[src/asip_pkg.sv]
// Shared constants, codes and controller/datapath interface types for the injector pulse core.
package asip_pkg;

  // default parameter values
  localparam int COUNT_WIDTH_DEF  = 32;
  localparam int NUM_CHANNELS_DEF = 3;

  // field widths
  localparam int REQ_W   = 2;
  localparam int CH_W    = 2;
  localparam int ANGLE_W = 14;
  localparam int OPEN_W  = 16;
  localparam int TPT_W   = 24;
  localparam int TPU_W   = 8;
  localparam int DRIVE_W = 3;

  // derived arithmetic widths
  localparam int DIFF_W   = ANGLE_W + 1;
  localparam int PROD_W   = DIFF_W + TPT_W;
  localparam int OTICK_W  = OPEN_W + TPU_W;
  localparam int REM_W    = ANGLE_W + 1;
  localparam int DCNT_W   = $clog2(PROD_W);

  // configuration port
  localparam int CFG_IDX_W  = 2;
  localparam int CFG_DATA_W = 14;

  localparam logic [CFG_IDX_W-1:0] CFG_CYCLE_ANGLE   = 2'd0;
  localparam logic [CFG_IDX_W-1:0] CFG_TRIGGER_ANGLE = 2'd1;
  localparam logic [CFG_IDX_W-1:0] CFG_TICKS_PER_US  = 2'd2;

  localparam logic [ANGLE_W-1:0] CYCLE_ANGLE_RST   = 14'd11520;
  localparam logic [ANGLE_W-1:0] TRIGGER_ANGLE_RST = 14'd96;
  localparam logic [TPU_W-1:0]   TICKS_PER_US_RST  = 8'd84;

  // request codes
  localparam logic [REQ_W-1:0] REQ_PREPARE = 2'd0;
  localparam logic [REQ_W-1:0] REQ_START   = 2'd1;
  localparam logic [REQ_W-1:0] REQ_TICK    = 2'd2;

  typedef struct packed {
    logic start;     // enable channel, start counter
    logic tick;      // advance the one-shot
    logic latch;     // capture prepare operands
    logic res_load;  // load result from the accepted beat
    logic mul;       // form product and open ticks, seed divider
    logic div_step;  // one restoring division step
    logic commit;    // store period and compare, zero result
  } cmd_t;

  typedef struct packed {
    logic reject;    // prepare beat has an angle out of range
  } status_t;

endpackage

[src/asip_ctrl.sv]
// Controller state machine: handshakes, request decode and prepare sequencing.
module asip_ctrl (
  input  logic                      clk,
  input  logic                      rst,
  input  logic                      in_valid,
  output logic                      in_ready,
  input  logic [asip_pkg::REQ_W-1:0] req_type,
  output logic                      out_valid,
  input  logic                      out_ready,
  input  asip_pkg::status_t         status,
  output asip_pkg::cmd_t            cmd
);

  localparam logic [1:0] S_IDLE = 2'd0;
  localparam logic [1:0] S_MUL  = 2'd1;
  localparam logic [1:0] S_DIV  = 2'd2;
  localparam logic [1:0] S_FIN  = 2'd3;

  logic [1:0]                  state, state_next;
  logic [asip_pkg::DCNT_W-1:0] cnt, cnt_next;
  logic                        out_valid_next;
  logic                        out_free;
  logic                        accept;

  assign out_free = !out_valid || out_ready;
  assign in_ready = (state == S_IDLE) && out_free;
  assign accept   = in_valid && in_ready;

  always_comb begin
    cmd            = '0;
    state_next     = state;
    cnt_next       = cnt;
    out_valid_next = out_valid && !out_ready;
    case (state)
      S_IDLE: begin
        if (accept) begin
          case (req_type)
            asip_pkg::REQ_PREPARE: begin
              cmd.latch = 1'b1;
              if (status.reject) begin
                cmd.res_load   = 1'b1;
                out_valid_next = 1'b1;
              end else begin
                state_next = S_MUL;
              end
            end
            asip_pkg::REQ_START: begin
              cmd.start      = 1'b1;
              cmd.res_load   = 1'b1;
              out_valid_next = 1'b1;
            end
            asip_pkg::REQ_TICK: begin
              cmd.tick       = 1'b1;
              cmd.res_load   = 1'b1;
              out_valid_next = 1'b1;
            end
            default: begin
              cmd.res_load   = 1'b1;
              out_valid_next = 1'b1;
            end
          endcase
        end
      end
      S_MUL: begin
        cmd.mul    = 1'b1;
        cnt_next   = asip_pkg::DCNT_W'(asip_pkg::PROD_W - 1);
        state_next = S_DIV;
      end
      S_DIV: begin
        cmd.div_step = 1'b1;
        if (cnt == '0) begin
          state_next = S_FIN;
        end else begin
          cnt_next = cnt - 1'b1;
        end
      end
      S_FIN: begin
        if (out_free) begin
          cmd.commit     = 1'b1;
          out_valid_next = 1'b1;
          state_next     = S_IDLE;
        end
      end
      default: begin
        state_next = S_IDLE;
      end
    endcase
  end

  always_ff @(posedge clk) begin
    if (rst) begin
      state     <= S_IDLE;
      cnt       <= '0;
      out_valid <= 1'b0;
    end else begin
      state     <= state_next;
      cnt       <= cnt_next;
      out_valid <= out_valid_next;
    end
  end

endmodule

[src/asip_dp.sv]
// Datapath: config registers, one-shot counter, channel compares, multiply and divider.
module asip_dp #(
  parameter int COUNT_WIDTH  = asip_pkg::COUNT_WIDTH_DEF,
  parameter int NUM_CHANNELS = asip_pkg::NUM_CHANNELS_DEF
) (
  input  logic                            clk,
  input  logic                            rst,
  input  logic                            cfg_we,
  input  logic [asip_pkg::CFG_IDX_W-1:0]  cfg_index,
  input  logic [asip_pkg::CFG_DATA_W-1:0] cfg_data,
  input  logic [asip_pkg::CH_W-1:0]       channel,
  input  logic [asip_pkg::ANGLE_W-1:0]    inject_angle,
  input  logic [asip_pkg::ANGLE_W-1:0]    start_angle,
  input  logic [asip_pkg::OPEN_W-1:0]     open_time_us,
  input  logic [asip_pkg::TPT_W-1:0]      ticks_per_trigger,
  input  asip_pkg::cmd_t                  cmd,
  output asip_pkg::status_t               status,
  output logic [asip_pkg::DRIVE_W-1:0]    injector_drive,
  output logic                            pulse_done,
  output logic                            rejected
);

  localparam int TOT_W = ((COUNT_WIDTH > asip_pkg::OTICK_W) ? COUNT_WIDTH
                                                              : asip_pkg::OTICK_W) + 1;
  localparam int DRV_W = (NUM_CHANNELS > asip_pkg::DRIVE_W) ? NUM_CHANNELS
                                                              : asip_pkg::DRIVE_W;
  localparam logic [COUNT_WIDTH-1:0] CNT_MAX = '1;

  // configuration
  logic [asip_pkg::ANGLE_W-1:0] cycle_angle;
  logic [asip_pkg::ANGLE_W-1:0] trigger_angle;
  logic [asip_pkg::TPU_W-1:0]   ticks_per_us;

  // timer state
  logic [COUNT_WIDTH-1:0]  tick_count;
  logic [COUNT_WIDTH-1:0]  period_end;
  logic [COUNT_WIDTH-1:0]  channel_compare [NUM_CHANNELS];
  logic [NUM_CHANNELS-1:0] channel_enable;
  logic                    running;

  // prepare operands and arithmetic
  logic [asip_pkg::CH_W-1:0]    op_ch;
  logic [asip_pkg::DIFF_W-1:0]  op_diff;
  logic [asip_pkg::OPEN_W-1:0]  op_open;
  logic [asip_pkg::TPT_W-1:0]   op_tpt;
  logic [asip_pkg::OTICK_W-1:0] open_ticks;
  logic [asip_pkg::PROD_W-1:0]  quot;
  logic [asip_pkg::REM_W-1:0]   rem;

  logic [asip_pkg::DIFF_W-1:0]  diff;
  logic [asip_pkg::PROD_W-1:0]  prod;
  logic [asip_pkg::OTICK_W-1:0] open_prod;
  logic [asip_pkg::REM_W-1:0]   rem_sh;
  logic                         rem_ge;
  logic [COUNT_WIDTH-1:0]       delay_sat;
  logic [TOT_W-1:0]             total;
  logic [TOT_W-1:0]             total_m1;
  logic [COUNT_WIDTH-1:0]       period;
  logic [NUM_CHANNELS-1:0]      tick_drive;
  logic [DRV_W-1:0]             drive_ext;
  logic                         tick_end;

  assign status.reject = (inject_angle > cycle_angle) || (start_angle > cycle_angle);

  // forward circular difference within the engine cycle
  always_comb begin
    if (inject_angle >= start_angle) begin
      diff = asip_pkg::DIFF_W'(inject_angle) - asip_pkg::DIFF_W'(start_angle);
    end else begin
      diff = asip_pkg::DIFF_W'(inject_angle) + asip_pkg::DIFF_W'(cycle_angle)
           - asip_pkg::DIFF_W'(start_angle);
    end
  end

  assign prod      = op_diff * op_tpt;
  assign open_prod = op_open * ticks_per_us;

  // restoring divide step; a zero divisor yields all ones, which saturates
  assign rem_sh = {rem[asip_pkg::REM_W-2:0], quot[asip_pkg::PROD_W-1]};
  assign rem_ge = rem_sh >= asip_pkg::REM_W'(trigger_angle);

  always_comb begin
    delay_sat = (|quot[asip_pkg::PROD_W-1:COUNT_WIDTH]) ? CNT_MAX : quot[COUNT_WIDTH-1:0];
    total     = TOT_W'(delay_sat) + TOT_W'(open_ticks);
    total_m1  = total - 1'b1;
    if (total == '0) begin
      period = '0;
    end else if (|total_m1[TOT_W-1:COUNT_WIDTH]) begin
      period = CNT_MAX;
    end else begin
      period = total_m1[COUNT_WIDTH-1:0];
    end
  end

  always_comb begin
    for (int i = 0; i < NUM_CHANNELS; i++) begin
      tick_drive[i] = channel_enable[i] && (tick_count >= channel_compare[i]);
    end
  end
  assign tick_end  = tick_count >= period_end;
  assign drive_ext = DRV_W'(tick_drive);

  always_ff @(posedge clk) begin
    if (rst) begin
      cycle_angle    <= asip_pkg::CYCLE_ANGLE_RST;
      trigger_angle  <= asip_pkg::TRIGGER_ANGLE_RST;
      ticks_per_us   <= asip_pkg::TICKS_PER_US_RST;
      tick_count     <= '0;
      period_end     <= '0;
      channel_enable <= '0;
      running        <= 1'b0;
      for (int i = 0; i < NUM_CHANNELS; i++) begin
        channel_compare[i] <= '0;
      end
    end else begin
      if (cfg_we) begin
        case (cfg_index)
          asip_pkg::CFG_CYCLE_ANGLE:   cycle_angle   <= cfg_data;
          asip_pkg::CFG_TRIGGER_ANGLE: trigger_angle <= cfg_data;
          asip_pkg::CFG_TICKS_PER_US:  ticks_per_us  <= cfg_data[asip_pkg::TPU_W-1:0];
          default: ;
        endcase
      end
      if (cmd.start) begin
        for (int i = 0; i < NUM_CHANNELS; i++) begin
          if (int'(channel) == i) begin
            channel_enable[i] <= 1'b1;
          end
        end
        running <= 1'b1;
      end
      if (cmd.tick && running) begin
        if (tick_end) begin
          channel_enable <= '0;
          running        <= 1'b0;
          tick_count     <= '0;
        end else begin
          tick_count <= tick_count + 1'b1;
        end
      end
      if (cmd.commit) begin
        period_end <= period;
        for (int i = 0; i < NUM_CHANNELS; i++) begin
          if (int'(op_ch) == i) begin
            channel_compare[i] <= delay_sat;
          end
        end
      end
    end
  end

  // operands, divider and result beat
  always_ff @(posedge clk) begin
    if (cmd.latch) begin
      op_ch   <= channel;
      op_diff <= diff;
      op_open <= open_time_us;
      op_tpt  <= ticks_per_trigger;
    end
    if (cmd.mul) begin
      quot       <= prod;
      open_ticks <= open_prod;
      rem        <= '0;
    end
    if (cmd.div_step) begin
      rem  <= rem_ge ? (rem_sh - asip_pkg::REM_W'(trigger_angle)) : rem_sh;
      quot <= {quot[asip_pkg::PROD_W-2:0], rem_ge};
    end
    if (cmd.res_load) begin
      injector_drive <= (cmd.tick && running) ? drive_ext[asip_pkg::DRIVE_W-1:0] : '0;
      pulse_done     <= cmd.tick && running && tick_end;
      rejected       <= cmd.latch && status.reject;
    end
    if (cmd.commit) begin
      injector_drive <= '0;
      pulse_done     <= 1'b0;
      rejected       <= 1'b0;
    end
  end

endmodule

[src/angle_scheduled_injector_pulse_core.sv]
// Top level of the angle-scheduled injector pulse core: controller plus datapath.
//
// Input channel (in_valid/in_ready) carries one request beat: prepare, start or tick.
// Output channel (out_valid/out_ready) returns exactly one result beat per request:
// injector_drive and pulse_done for ticks, rejected for prepares, zeros otherwise.
// Start, tick and unused requests: result in the cycle after the input beat, and a new
// beat is taken every cycle while the receiver keeps out_ready high.
// Prepare: an out-of-range angle is answered in the cycle after the beat. Otherwise
// the block runs a multiply state, a 39-step restoring division by trigger_angle (one
// quotient bit a cycle) and a commit state that waits for a free result register;
// in_ready stays low until the result is committed.
// The result register holds a beat until taken; while it is full and out_ready is
// low, in_ready is low. Config writes (cfg_we) take effect at once; the user keeps them to idle only (unenforced).
// Reset (rst, synchronous) restores register defaults, clears counter, period,
// compares and enables, stops the one-shot and empties the output.
module angle_scheduled_injector_pulse_core #(
  parameter int COUNT_WIDTH  = asip_pkg::COUNT_WIDTH_DEF,
  parameter int NUM_CHANNELS = asip_pkg::NUM_CHANNELS_DEF
) (
  input  logic                            clk,
  input  logic                            rst,
  input  logic                            cfg_we,
  input  logic [asip_pkg::CFG_IDX_W-1:0]  cfg_index,
  input  logic [asip_pkg::CFG_DATA_W-1:0] cfg_data,
  input  logic                            in_valid,
  output logic                            in_ready,
  input  logic [asip_pkg::REQ_W-1:0]      req_type,
  input  logic [asip_pkg::CH_W-1:0]       channel,
  input  logic [asip_pkg::ANGLE_W-1:0]    inject_angle,
  input  logic [asip_pkg::ANGLE_W-1:0]    start_angle,
  input  logic [asip_pkg::OPEN_W-1:0]     open_time_us,
  input  logic [asip_pkg::TPT_W-1:0]      ticks_per_trigger,
  output logic                            out_valid,
  input  logic                            out_ready,
  output logic [asip_pkg::DRIVE_W-1:0]    injector_drive,
  output logic                            pulse_done,
  output logic                            rejected
);

  asip_pkg::cmd_t    cmd;
  asip_pkg::status_t status;

  asip_ctrl u_ctrl (
    .clk       (clk),
    .rst       (rst),
    .in_valid  (in_valid),
    .in_ready  (in_ready),
    .req_type  (req_type),
    .out_valid (out_valid),
    .out_ready (out_ready),
    .status    (status),
    .cmd       (cmd)
  );

  asip_dp #(
    .COUNT_WIDTH  (COUNT_WIDTH),
    .NUM_CHANNELS (NUM_CHANNELS)
  ) u_dp (
    .clk               (clk),
    .rst               (rst),
    .cfg_we            (cfg_we),
    .cfg_index         (cfg_index),
    .cfg_data          (cfg_data),
    .channel           (channel),
    .inject_angle      (inject_angle),
    .start_angle       (start_angle),
    .open_time_us      (open_time_us),
    .ticks_per_trigger (ticks_per_trigger),
    .cmd               (cmd),
    .status            (status),
    .injector_drive    (injector_drive),
    .pulse_done        (pulse_done),
    .rejected          (rejected)
  );

endmodule
[config.mk]
export PLATFORM = sky130hd
export DESIGN_NAME = angle_scheduled_injector_pulse_core
export DESIGN_NICKNAME = d
export VERILOG_FILES = /design/src/asip_pkg.sv /design/src/asip_ctrl.sv /design/src/asip_dp.sv /design/src/angle_scheduled_injector_pulse_core.sv
export SDC_FILE = /design/constraint.sdc
export NUM_CORES = 2
export LEC_CHECK = 0
export BUFFER_PORTS_ARGS = -buffer_cell sky130_fd_sc_hd__buf_2
export CAP_MARGIN = 10
export CORE_MARGIN = 2
export CORE_UTILIZATION = 38
export CTS_CLUSTER_SIZE = 14
export DETAILED_ROUTE_END_ITERATION = 8
export GPL_TIMING_DRIVEN = 0
export PLACE_DENSITY = 0.62
export SLEW_MARGIN = 30
export SYNTH_ARGS = -nofsm -noshare
export SYNTH_HDL_FRONTEND = slang
export SYNTH_HIERARCHICAL = 1
export SYNTH_SLANG_ARGS = --single-unit
[constraint.sdc]
create_clock -name clk -period 8.9 [get_ports clk]
set_clock_uncertainty 0.05 [all_clocks]
set_input_delay 0.89 -clock clk [delete_from_list [all_inputs] [get_ports clk]]
set_output_delay 0.89 -clock clk [all_outputs]
set_load 0.05 [all_outputs]
==> summary.md <==
| Metric | Value |
|---|---|
| Outcome | finished clean |
| WL per Instance | 17.9 um |
| Mux cell area share after synthesis | 0.0137 |
| Largest family of logic cells by synthesized area | adder cells |
| Largest net degree at the start of global routing | 54 |
| #FFs+latches synth | 348 |
| First-pass DRT Iterations | 5 |
| Net Count, Synth | 4838 |
| Final hold violation count | 0 |
| Max Freq | 127 MHz |
| Combinational power share | 0.734 |
| Die width | 317 um |
| Number of H-tree levels | 2 |
| Final Cycle Share | 0.884 |
| Register area share after synthesis | 0.249 |
| Vias post-DR | 28127 |
| Setup Fix Bufs, Post-CTS | 0 |
| Port bufs | 99 |
| Total clock buffers created by CTS | 42 |
| Simple-Gate Fraction of Synth Area | 0.178 |
| Internal | 8.47 mW |
| Grt ovf | 0 |
| DRT iter0 DRCs | 1658 |
| CP Data Required Time | 9.19 ns |
| Seq pwr share | 0.161 |
| Synth Area in Adders | 0.334 |
| Commonest non-fill, non-tap cells in the layout | inv_1, nand2_1, fa_1, ha_1, and2_1 |
| Global-route wire length before repair | 155 mm |
| Syn Inst Count | 3982 |
| Setup TNS | 0 ns |
| Synth unique cells | 114 |
| Clock period minus worst slack | 7.87 ns |
| Synth Area in Compound Gates | 0.114 |
| CTS tree | built |
| Standard-cell rows | 114 |
| PostCTS Resize Cnt | 0 |
| Sw Share | 0.490 |
| Headroom to the max-slew limit | 0.337 |
| Clk_lat worst skew | 0.61 ns |
| Syn Area/Cell | 9.35 um2 |
| Worst-path clk slew | 0.06 ns |
| Die H | 317 um |
| Synth Area in XOR/XNOR | 0.0305 |
| Core Box Area | 96900 um2 |
| Cell Area, Synth | 37200 um2 |
| Final ANT Viol Nets | 0 |
| Die area | 101000 um2 |
| Initial Util | 0.385 |
| Yosys warnings | 6 |
| GPL Wtd Cong | 0.908 |
| Clk pwr share | 0.105 |
| PwrDens | 406 nW/um2 |
| CP Max Fanout | 10 |
| Leakage | 18.3 nW |
| CP arrival | 8.16 ns |
| Post-DR vias/cell | 5.16 |
| RSZ-0062 raised after global routing | false |
| Async SR Flop Fraction | 0 |
| Crit path kind | reg -> reg |
| DRC | 0 |
| Initial antenna violation count | 3 |
| Maximum root-to-sink buffer count | 3 |
| Psw | 8.14 mW |
| DPL Wire Length | 79.8 mm |
| Slew Viols, Final | 0 |
| Total track usage | 0.197 |
| Synth Flop Type | edfxtp_1 |
| CTS Root Cell | clkbuf_16 |
| CTS Hold Bufs | 0 |
| Most common library cell in the layout ignoring fill and taps | inv_1 |
| Slew @ Worst Pin | 0.994 ns |
| Post-synth EDFFs | 230 |
| Crit end category | flip-flop |
| Startpoint types | flip-flop |
| Area growth, synth to finish | 9.90% |
| Clock Sinks | 348 |
| Min-Delay Path Class | in -> reg |
| Worst vdd ir | 0.000762 V |
| # nets final | 4995 |
| Worst hold slack | 0.394 ns |
| IO Count | 100 |
| Max Cap Violations | 0 |
| Final wirelength | 97.5 mm |
| Share of cells above drive strength 1 | 0.0673 |
| Vias in the first global route | 28531 |
| Setup violators final | 0 |
power groups by stage:
stage,Combinational [mW],Sequential [mW],Clock [mW]
2_1_floorplan,9.18,2.62,0
3_3_place_gp,12.0,2.71,0
3_5_place_dp,12.2,2.70,0
4_1_cts,12.3,2.67,1.79
5_1_grt,13.8,2.70,1.85
6_report,12.2,2.67,1.74
registers in the layout, indices dropped and copies added, names as in the netlist:
signal	count
u_dp/channel_enable	3
u_dp/tick_count	32
u_dp/op_diff	15
u_dp/rem	14
u_dp/cycle_angle	14
u_ctrl/cnt	6
u_dp/injector_drive	3
u_dp/trigger_angle	14
u_dp/quot	39
u_dp/op_ch	2
u_dp/running	1
u_dp/channel_compare	96
u_dp/open_ticks	24
u_dp/op_tpt	24
u_dp/pulse_done	1
u_dp/ticks_per_us	8
u_ctrl/out_valid	1
u_ctrl/state	2
u_dp/op_open	16
u_dp/period_end	32
u_dp/rejected	1
worst max-delay path, stage by stage, from the launching register on:
cell and delay, ns:
edfxtp_1 0.61, clkbuf_1 0.60, nand2_1 0.16, fa_1 0.54
fa_1 0.55, inv_1 0.05, fa_1 0.51, fa_1 0.52
fa_1 0.55, inv_1 0.06, fa_1 0.53, inv_1 0.04
ha_1 0.35, nand2_1 0.07, nor2_1 0.15, nand3_1 0.12
a211oi_1 0.49, nor2_1 0.15, o31ai_1 0.55, a211oi_1 0.21
o31ai_1 0.33, xnor2_1 0.14, mux2_2 0.27
layout make-up:
class / instances / area, um2
multi-input combinational: 2847 / 25000
fill: 9469 / 55900
sequential: 348 / 9270
clock buffer: 58 / 1200
clock inverter: 20 / 199
antenna: 2 / 5.00
tap: 1276 / 1600
buffer: 136 / 548
timing repair buffer: 113 / 631
inverter: 651 / 2440
final timing paths:
check	from	endpoint	slack [ns]	cells after the start
worst min register to register	u_dp/cycle_angle[6]	u_dp/cycle_angle[6]	0.41	2
worst max-delay path	u_dp/op_diff[13]	u_dp/quot[38]	1.03	22
worst max register to register	u_dp/op_diff[13]	u_dp/quot[38]	1.03	22
worst min-delay path	open_time_us[14]	u_dp/op_open[14]	0.39	1
through the flow:
step | util | power, mW | worst slack [ns] | instances | area [um2]
2_1_floorplan | - | 11.8 | 2.47 | 3982 | 37200
4_1_cts | 0.423 | 16.7 | 1.09 | 5449 | 40900
5_1_grt | 0.423 | 18.4 | 0.586 | 5449 | 40900
3_3_place_gp | 0.406 | 14.7 | -0.657 | 5357 | 39300
6_report | 0.423 | 16.6 | 1.03 | 5451 | 40900
3_5_place_dp | 0.408 | 14.9 | 1.12 | 5371 | 39500
cells by family after synthesis:
logic type / after synthesis
adders and majority gates: 764
and+or+nand+nor: 1293
DFF: 348
AOI/OAI and AO/OA: 613
buffers and inverters: 787
xor gates and xnor gates: 128
muxes: 49
synthesized netlist by cell type, drive strengths merged, types with 19 or more instances:
cell / count / area [um2]
xnor2: 72 / 646
and3: 49 / 307
fa: 385 / 7710
buf: 24 / 128
ha: 378 / 4730
inv: 651 / 2440
nand2: 453 / 1700
a211oi: 39 / 310
o21ai: 124 / 628
o31ai: 19 / 161
nor3: 64 / 374
nor2: 178 / 673
mux2i: 37 / 370
a21oi: 142 / 718
a21o: 80 / 601
o21a: 39 / 294
and2: 258 / 1610
o211ai: 25 / 193
dfxtp: 118 / 2360
nand2b: 27 / 169
nand3: 64 / 320
nand4: 39 / 263
clkbuf: 112 / 420
or3: 42 / 268
nor4: 23 / 178
nor2b: 24 / 150
xor2: 56 / 490
edfxtp: 230 / 6910
per-layer routing:
metal | up-vias | global-route usage | wire length, um
met2 | 702 | 0.319 | 44300
met5 | - | 0 | 0
li1 | 13589 | - | -
met4 | 0 | 0.0733 | 3880
met3 | 155 | 0.0320 | 5360
met1 | 13681 | 0.266 | 44000
No activity file was read; power rests on OpenSTA's default activity.
